<file path="src/design/dns_answer_record_parser_unit_defines.svh">
// Assertion macros shared by the DNS answer record parser RTL.
// Depends on nothing; files that use it provide clk_i and rst_ni.
`ifndef DNS_ANSWER_RECORD_PARSER_UNIT_DEFINES_SVH
`define DNS_ANSWER_RECORD_PARSER_UNIT_DEFINES_SVH

// Concurrent check sampled on the rising clock, idle while reset is held.
`define DNSARP_ASSERT(label, prop, msg) \
  label: assert property (@(posedge clk_i) disable iff (!rst_ni) (prop)) \
    else $error(msg);

// Implication check with the same clocking and reset handling.
`define DNSARP_ASSERT_IMPLY(label, ante, cons, msg) \
  `DNSARP_ASSERT(label, (ante) |-> (cons), msg)

`endif

</file>
<file path="src/design/dnsarp_pkg.sv">
// Types and constants for the DNS answer record parser.
// Depends on nothing; used by dns_answer_record_parser_unit.
package dnsarp_pkg;

  localparam int unsigned HeaderBytes = 12;
  localparam logic [7:0]  Marker      = 8'hc0;
  localparam logic [15:0] TypeA       = 16'd1;
  localparam logic [15:0] TypeCname   = 16'd5;
  localparam logic [15:0] AddrLen     = 16'd4;

  // Byte positions within a record, counted from the marker byte, and of the answer count within the header.
  localparam logic [15:0] OffTypeHi   = 16'd2;
  localparam logic [15:0] OffTypeLo   = 16'd3;
  localparam logic [15:0] OffClassHi  = 16'd4;
  localparam logic [15:0] OffClassLo  = 16'd5;
  localparam logic [15:0] OffTtlFirst = 16'd6;
  localparam logic [15:0] OffTtlLast  = 16'd9;
  localparam logic [15:0] OffLenHi    = 16'd10;
  localparam logic [15:0] OffLenLo    = 16'd11;
  localparam logic [15:0] OffCountHi  = 16'd6;
  localparam logic [15:0] OffCountLo  = 16'd7;

  typedef enum logic [4:0] {
    PH_HEADER = 5'b00001,
    PH_HUNT   = 5'b00010,
    PH_FIELDS = 5'b00100,
    PH_DATA   = 5'b01000,
    PH_IDLE   = 5'b10000
  } phase_e;

  typedef struct packed {
    logic [15:0] record_type;
    logic [15:0] record_class;
    logic [31:0] record_ttl;
    logic [15:0] data_length;
    logic [31:0] ipv4_address;
    logic        is_address;
    logic        is_alias;
    logic [15:0] record_index;
  } result_t;

endpackage

</file>
<file path="src/design/dns_answer_record_parser_unit.sv">
// DNS answer record parser: byte-wide message in, one decoded record out.
// Depends on dnsarp_pkg and dns_answer_record_parser_unit_defines.svh.
//
// Usage: the message enters one byte per accepted input handshake, header
// first, with last_byte_i marking its final byte. Bytes 6 and 7 of the
// header give the answer count. After the header the parser hunts for the
// 0xc0 name pointer, gathers type, class, TTL and data length, then skips
// the data, keeping the first four data bytes as an IPv4 address. Each
// completed record among the first answer-count records yields one output
// word; incomplete records at message end are dropped.
// Throughput is one byte per cycle while the output is not stalled: the
// parse state advances once per accepted byte and the result lands in one
// output register. A record appears on the output in the cycle after the byte that completes it is accepted.
// While the output word is stalled, in_ready_o stays high only when the
// output register is being drained in the same cycle. Reset, and the
// final byte of each message, return the parser to the header phase.
`include "dns_answer_record_parser_unit_defines.svh"

module dns_answer_record_parser_unit (
  input  logic        clk_i,
  input  logic        rst_ni,
  input  logic        in_valid_i,
  output logic        in_ready_o,
  input  logic [7:0]  data_byte_i,
  input  logic        last_byte_i,
  output logic        out_valid_o,
  input  logic        out_ready_i,
  output logic [15:0] record_type_o,
  output logic [15:0] record_class_o,
  output logic [31:0] record_ttl_o,
  output logic [15:0] data_length_o,
  output logic [31:0] ipv4_address_o,
  output logic        is_address_o,
  output logic        is_alias_o,
  output logic [15:0] record_index_o
);

  dnsarp_pkg::phase_e phase_q, phase_d;
  logic [15:0] byte_offset_q, byte_offset_d;
  logic [15:0] answer_count_q, answer_count_d;
  logic [15:0] records_done_q, records_done_d;
  logic [15:0] type_q, type_d;
  logic [15:0] class_q, class_d;
  logic [31:0] ttl_q, ttl_d;
  logic [15:0] length_q, length_d;
  logic [31:0] address_q, address_d;

  logic                out_valid_q, out_valid_d;
  dnsarp_pkg::result_t out_rec_q, out_rec_d;

  logic        accept;
  logic        emit;
  logic        addr_rec;
  logic [15:0] offset_inc;

  assign in_ready_o = !out_valid_q || out_ready_i;
  assign accept     = in_valid_i && in_ready_o;
  assign offset_inc = byte_offset_q + 16'd1;

  always_comb begin
    phase_d        = phase_q;
    byte_offset_d  = byte_offset_q;
    answer_count_d = answer_count_q;
    records_done_d = records_done_q;
    type_d         = type_q;
    class_d        = class_q;
    ttl_d          = ttl_q;
    length_d       = length_q;
    address_d      = address_q;
    emit           = 1'b0;

    unique case (phase_q)
      dnsarp_pkg::PH_HEADER: begin
        if (byte_offset_q == dnsarp_pkg::OffCountHi) begin
          answer_count_d = {data_byte_i, answer_count_q[7:0]};
        end else if (byte_offset_q == dnsarp_pkg::OffCountLo) begin
          answer_count_d = {answer_count_q[15:8], data_byte_i};
        end
        byte_offset_d = offset_inc;
        if (offset_inc >= 16'(dnsarp_pkg::HeaderBytes)) begin
          byte_offset_d = '0;
          phase_d = (answer_count_d != '0) ? dnsarp_pkg::PH_HUNT : dnsarp_pkg::PH_IDLE;
        end
      end
      dnsarp_pkg::PH_HUNT: begin
        if (data_byte_i == dnsarp_pkg::Marker) begin
          phase_d       = dnsarp_pkg::PH_FIELDS;
          byte_offset_d = 16'd1;
          type_d        = '0;
          class_d       = '0;
          ttl_d         = '0;
          length_d      = '0;
          address_d     = '0;
        end
      end
      dnsarp_pkg::PH_FIELDS: begin
        if (byte_offset_q == dnsarp_pkg::OffTypeHi ||
            byte_offset_q == dnsarp_pkg::OffTypeLo) begin
          type_d = {type_q[7:0], data_byte_i};
        end else if (byte_offset_q == dnsarp_pkg::OffClassHi ||
                     byte_offset_q == dnsarp_pkg::OffClassLo) begin
          class_d = {class_q[7:0], data_byte_i};
        end else if (byte_offset_q >= dnsarp_pkg::OffTtlFirst &&
                     byte_offset_q <= dnsarp_pkg::OffTtlLast) begin
          ttl_d = {ttl_q[23:0], data_byte_i};
        end else if (byte_offset_q == dnsarp_pkg::OffLenHi ||
                     byte_offset_q == dnsarp_pkg::OffLenLo) begin
          length_d = {length_q[7:0], data_byte_i};
        end
        if (byte_offset_q >= dnsarp_pkg::OffLenLo) begin
          byte_offset_d = '0;
          // A record with no data completes on its second length byte.
          if (length_d == '0) begin
            emit = 1'b1;
          end else begin
            phase_d = dnsarp_pkg::PH_DATA;
          end
        end else begin
          byte_offset_d = offset_inc;
        end
      end
      dnsarp_pkg::PH_DATA: begin
        if (byte_offset_q < dnsarp_pkg::AddrLen) begin
          address_d = {address_q[23:0], data_byte_i};
        end
        byte_offset_d = offset_inc;
        if (offset_inc >= length_q) begin
          emit = 1'b1;
        end
      end
      dnsarp_pkg::PH_IDLE: begin
      end
      default: begin
      end
    endcase

    if (emit) begin
      records_done_d = records_done_q + 16'd1;
      byte_offset_d  = '0;
      phase_d = (records_done_d < answer_count_d) ? dnsarp_pkg::PH_HUNT :
                                                    dnsarp_pkg::PH_IDLE;
    end

    if (last_byte_i) begin
      phase_d        = dnsarp_pkg::PH_HEADER;
      byte_offset_d  = '0;
      answer_count_d = '0;
      records_done_d = '0;
      type_d         = '0;
      class_d        = '0;
      ttl_d          = '0;
      length_d       = '0;
      address_d      = '0;
    end
  end

  assign addr_rec = (type_d == dnsarp_pkg::TypeA) && (length_d == dnsarp_pkg::AddrLen);

  always_comb begin
    out_rec_d.record_type  = type_d;
    out_rec_d.record_class = class_d;
    out_rec_d.record_ttl   = ttl_d;
    out_rec_d.data_length  = length_d;
    out_rec_d.ipv4_address = addr_rec ? address_d : '0;
    out_rec_d.is_address   = addr_rec;
    out_rec_d.is_alias     = (type_d == dnsarp_pkg::TypeCname);
    out_rec_d.record_index = records_done_q;
    // The holds are cleared by the last byte, so take them before that.
    if (last_byte_i) begin
      out_rec_d.record_type  = type_q;
      out_rec_d.record_class = class_q;
      out_rec_d.record_ttl   = ttl_q;
      out_rec_d.data_length  = length_q;
      out_rec_d.ipv4_address = '0;
      out_rec_d.is_address   = 1'b0;
      out_rec_d.is_alias     = 1'b0;
    end
    if (accept) begin
      out_valid_d = emit;
    end else if (out_ready_i) begin
      out_valid_d = 1'b0;
    end else begin
      out_valid_d = out_valid_q;
    end
  end

  // Record fields as they stand after this byte, ignoring the reset that a
  // final byte applies; used when the record completes on the last byte.
  logic [15:0] rec_type, rec_class, rec_len;
  logic [31:0] rec_ttl, rec_addr;
  logic        rec_addr_ok;

  always_comb begin
    rec_type  = type_q;
    rec_class = class_q;
    rec_ttl   = ttl_q;
    rec_len   = length_q;
    rec_addr  = address_q;
    if (phase_q == dnsarp_pkg::PH_FIELDS) begin
      if (byte_offset_q == dnsarp_pkg::OffLenLo) begin
        rec_len = {length_q[7:0], data_byte_i};
      end
    end else if (phase_q == dnsarp_pkg::PH_DATA) begin
      if (byte_offset_q < dnsarp_pkg::AddrLen) begin
        rec_addr = {address_q[23:0], data_byte_i};
      end
    end
    rec_addr_ok = (rec_type == dnsarp_pkg::TypeA) && (rec_len == dnsarp_pkg::AddrLen);
  end

  dnsarp_pkg::result_t out_rec_sel;

  always_comb begin
    out_rec_sel = out_rec_d;
    if (last_byte_i) begin
      out_rec_sel.record_type  = rec_type;
      out_rec_sel.record_class = rec_class;
      out_rec_sel.record_ttl   = rec_ttl;
      out_rec_sel.data_length  = rec_len;
      out_rec_sel.ipv4_address = rec_addr_ok ? rec_addr : '0;
      out_rec_sel.is_address   = rec_addr_ok;
      out_rec_sel.is_alias     = (rec_type == dnsarp_pkg::TypeCname);
    end
  end

  always_ff @(posedge clk_i or negedge rst_ni) begin
    if (!rst_ni) begin
      phase_q        <= dnsarp_pkg::PH_HEADER;
      byte_offset_q  <= '0;
      answer_count_q <= '0;
      records_done_q <= '0;
      type_q         <= '0;
      class_q        <= '0;
      ttl_q          <= '0;
      length_q       <= '0;
      address_q      <= '0;
      out_valid_q    <= 1'b0;
    end else begin
      out_valid_q <= out_valid_d;
      if (accept) begin
        phase_q        <= phase_d;
        byte_offset_q  <= byte_offset_d;
        answer_count_q <= answer_count_d;
        records_done_q <= records_done_d;
        type_q         <= type_d;
        class_q        <= class_d;
        ttl_q          <= ttl_d;
        length_q       <= length_d;
        address_q      <= address_d;
      end
    end
  end

  always_ff @(posedge clk_i) begin
    if (accept && emit) begin
      out_rec_q <= out_rec_sel;
    end
  end

  assign out_valid_o    = out_valid_q;
  assign record_type_o  = out_rec_q.record_type;
  assign record_class_o = out_rec_q.record_class;
  assign record_ttl_o   = out_rec_q.record_ttl;
  assign data_length_o  = out_rec_q.data_length;
  assign ipv4_address_o = out_rec_q.ipv4_address;
  assign is_address_o   = out_rec_q.is_address;
  assign is_alias_o     = out_rec_q.is_alias;
  assign record_index_o = out_rec_q.record_index;

  `DNSARP_ASSERT(a_last_resets,
    (accept && last_byte_i) |=> (phase_q == dnsarp_pkg::PH_HEADER &&
      byte_offset_q == '0 && records_done_q == '0),
    "final byte did not return the parser to the header phase")
  `DNSARP_ASSERT_IMPLY(a_data_nonzero, phase_q == dnsarp_pkg::PH_DATA,
    length_q != '0, "data phase entered with zero data length")
  `DNSARP_ASSERT_IMPLY(a_hunt_count, phase_q == dnsarp_pkg::PH_HUNT,
    records_done_q < answer_count_q, "hunting beyond the answer count")
  `DNSARP_ASSERT_IMPLY(a_fields_offset, phase_q == dnsarp_pkg::PH_FIELDS,
    byte_offset_q >= 16'd1 && byte_offset_q <= dnsarp_pkg::OffLenLo,
    "field byte offset out of range")

endmodule
</file>
<file path="config.mk">
export PLATFORM = sky130hd
export DESIGN_NAME = dns_answer_record_parser_unit
export DESIGN_NICKNAME = d
export VERILOG_FILES = /design/src/design/dnsarp_pkg.sv /design/src/design/dns_answer_record_parser_unit.sv
export VERILOG_INCLUDE_DIRS = /design/src /design/src/design
export SDC_FILE = /design/constraint.sdc
export NUM_CORES = 1
export LEC_CHECK = 0
export BUFFER_PORTS_ARGS = -buffer_cell sky130_fd_sc_hd__buf_4
export CAP_MARGIN = 20
export CELL_PAD_IN_SITES_DETAIL_PLACEMENT = 0
export CELL_PAD_IN_SITES_GLOBAL_PLACEMENT = 1
export CORE_MARGIN = 2
export CORE_UTILIZATION = 30
export DETAILED_ROUTE_END_ITERATION = 8
export PLACE_DENSITY = 0.54
export SLEW_MARGIN = 20
export SYNTH_ARGS = -nofsm -noshare
export SYNTH_HDL_FRONTEND = slang
export SYNTH_SLANG_ARGS = --single-unit
</file>
<file path="constraint.sdc">
create_clock -name clk_i -period 10.3 [get_ports clk_i]
set_clock_uncertainty 0.15 [all_clocks]
set_input_delay 0.515 -clock clk_i [delete_from_list [all_inputs] [get_ports clk_i]]
set_output_delay 0.515 -clock clk_i [all_outputs]
set_load 0.05 [all_outputs]
</file>
==> impl_metrics.yaml <==
run_status:
  run_status: "complete, no violations"
critical_path:
  crit_required_ns: 10.32
  critPathLaunch: "byte_offset_q[0]"
  timing.rr.start: "byte_offset_q[0]"
  worstSetupEndpoint: "record_type_o[14]"
  reg2reg_setup_slack_ns: 4.91
  rr_endpoint: "record_type_o[14]"
  critical_path_class: "reg2reg"
  worst-endpoint-arrival_ns: 5.41
  path_max_fanout: 79
  reg2reg_depth: 13
  cp-end-kind: "register"
  startpoint_type: "register"
power_and_ir_drop:
  static-leakage-power_nw: 7.28
  power.density_nw_per_um2: 167
  peakVddDrop_v: 0.0000940
sta:
  slew_viol_final: 0
  fin_crit_sh_pct: 52.3
  grt_setup_unrepaired: "no"
  setup_viol_count_final: 0
  hold_violations: 0
  fin_setup_tns_ns: 0
  max_freq_ghz: 0.186
  relSlewSlack_pct: 28.8
  period_minus_slack_ns: 5.39
  worstMarginPinSlew_ns: 1.06
min_path:
  min_path_cells: 2
  hp-start: "last_byte_i"
  hp-class: "in2reg"
global_route:
  antenna_found_initial: 0
  grt_max_degree: 80
  grt_first_pass_wirelength_mm: 70.4
  track_usage_pct: 17.6
  grt_overflow_total: 0
  grt_pass1_vias: 11600
placed_design:
  placed_area_um2: 16600
  gp_congestion: 0.834
  port-buffer-count: 144
  post-dp-hpwl_mm: 28.8
  dp_cells: 2098
floorplan:
  fp.dieH_um: 227
  rows: 81
  top_level_ports: 145
  die_w_um: 227
  dieArea_um2: 51600
  initial_core_util_pct: 30.5
  core_area_um2: 49100
logic_synthesis:
  synth_top_area_cell: "dfrtp_1"
  syn_inst: 1374
  synth_common_cells: "dfrtp_1 (165), nand2_1 (158), a22o_1 (135), edfxtp_1 (130), a22oi_1 (106)"
  ys_ff_latch: 296
  syn-num-nets: 1423
  yosysMostFrequentCell: "dfrtp_1"
  syn_area_per_cell_um2: 10.9
  synth_seq_area_share_pct: 53.9
  syn_area_um2: 15000
  synth_edf_count: 130
  netlist.area_leader.share_pct: 27.6
  async_reset_ff_share_pct: 56.1
  synth_area_leaders: "dfrtp_1 (28%), edfxtp_1 (26%), a22o_1 (7.9%), a22oi_1 (5.3%), nand2_1 (4.0%)"
  ys.flop_type: "dfrtp_1"
  yosys.cell_types.count: 70
  synth_warnings: 0
detailed_routing:
  drtIter0Drc: 875
  drc_errors: 0
  vias: 11600
  avgViaCountPerCell: 5.33
  ant_nets: 0
  first_pass_iters: 5
  postRouteWirelength_mm: 45.5
  wire_per_inst_um: 21.0
clock_network:
  root_buffer: "clkbuf_16"
  cts.htree.levels: 2
  clock_latency_ns: 0.56
  clkSlewWorstSetupHoldPaths_ns: 0.06
  numCtsBuffers: 37
  cts_tree: "built"
  cts_buffer_depth: 3
  cts_sinks: 296
final_layout:
  final_net_count: 1524
  drive_gt1_share_pct: 16.7
  final_core_util_pct: 36.4
  area_growth_pct: 19.4
  stdcell_count: 2167
  fin_area_um2: 17800
  diodes: 0
flow_run:
  max_cap_viol_count: 0
-- cell families after synthesis --
kind of cell	Yosys count	share of synthesized area (%)
xor+xnor	28	1.64
flops	296	53.9
compound gates	454	21.9
buf+inv	140	3.86
mux	53	3.56
fa+ha+maj	36	3.01
simple gates	367	12.1
-- state kept, by name, indices dropped and copies added (netlist names), 32 cells and up --
register        cells
ipv4_address_o     32
record_ttl_o       32
rec_ttl            32
address_q          32
-- through the flow --
step / setup WS, ns / power, W / hold slack (ns)
floorplan: 1.56 / 0.00160 / 0.0694
global placement: 4.95 / 0.00174 / 0.297
detailed placement: 4.86 / 0.00174 / 0.298
CTS: 4.83 / 0.00303 / 0.214
global route: 4.50 / 0.00312 / 0.234
finish: 4.91 / 0.00299 / 0.236
-- cell usage in the layout, fill, tap and decap left out, types with 7 or more instances in the layout --
cell type and n:
a21o_1 15, nand2_1 157, and3_1 9, xnor2_1 15, clkinv_2 9, mux2i_1 51, nand3_1 25, clkinv_1 7
nor2_1 47, buf_4 169, ha_1 36, edfxtp_1 130, a21oi_1 17, o211ai_1 8, a22oi_1 106, o22ai_1 32
or4_1 13, nand4_1 12, dfrtp_1 165, clkbuf_16 38, nand2b_1 16, xor2_1 13, nor4_1 21, or3_1 8
o21ai_0 97, inv_1 29, nor3_1 19, a22o_1 135
-- where the power goes --
| group | switching, W | total (W) | internal [W] |
|---|---|---|---|
| Sequential | 0.0000577 | 0.00133 | 0.00127 |
| Clock | 0.000523 | 0.00127 | 0.000747 |
| Combinational | 0.000243 | 0.000391 | 0.000148 |
-- worst min-delay path by stage --
stage | end | slack (ns)
global route | rec_type[13] | 0.23
finish | answer_count_q[0] | 0.24
global placement | records_done_q[6] | 0.30
floorplan | address_q[0] | 0.07
CTS | answer_count_q[0] | 0.21
detailed placement | records_done_q[7] | 0.30
-- per-layer routing --
metal	track usage [%]	up-vias	routed length [um]
li1	-	5457	-
met1	25.3	5761	21700
met2	27.2	282	20600
met3	3.15	59	2200
met4	5.00	0	954
met5	0	-	0
-- critical path, cell delays in order, from the launching register on --
cell and delay, ns:
dfrtp_1 0.51, ha_1 0.50, nand4_1 0.28, or3_1 0.41, xnor2_1 0.17, ha_1 0.31
nand4_1 0.09, a221oi_1 0.22, a21oi_1 0.10, nor4_1 0.34, a211oi_2 0.20, nor2_4 0.12
buf_4 0.60, buf_4 0.87
-- cell type report --
class / count / area, um2
fill: 4947 / 31200
sequential: 296 / 8060
multi-input combinational: 938 / 6350
timing repair buffer: 173 / 1330
clock inverter: 20 / 156
inverter: 29 / 109
clock buffer: 47 / 1010
tap: 664 / 831
-- repair_timing --
item / in CTS / in global routing
hold buffers: 1 / 0
hold endpoints to repair: 37 / 0
resized for setup: 0 / 0
setup buffers: 0 / 0
Note: power is estimated with default switching activity, not from simulation.
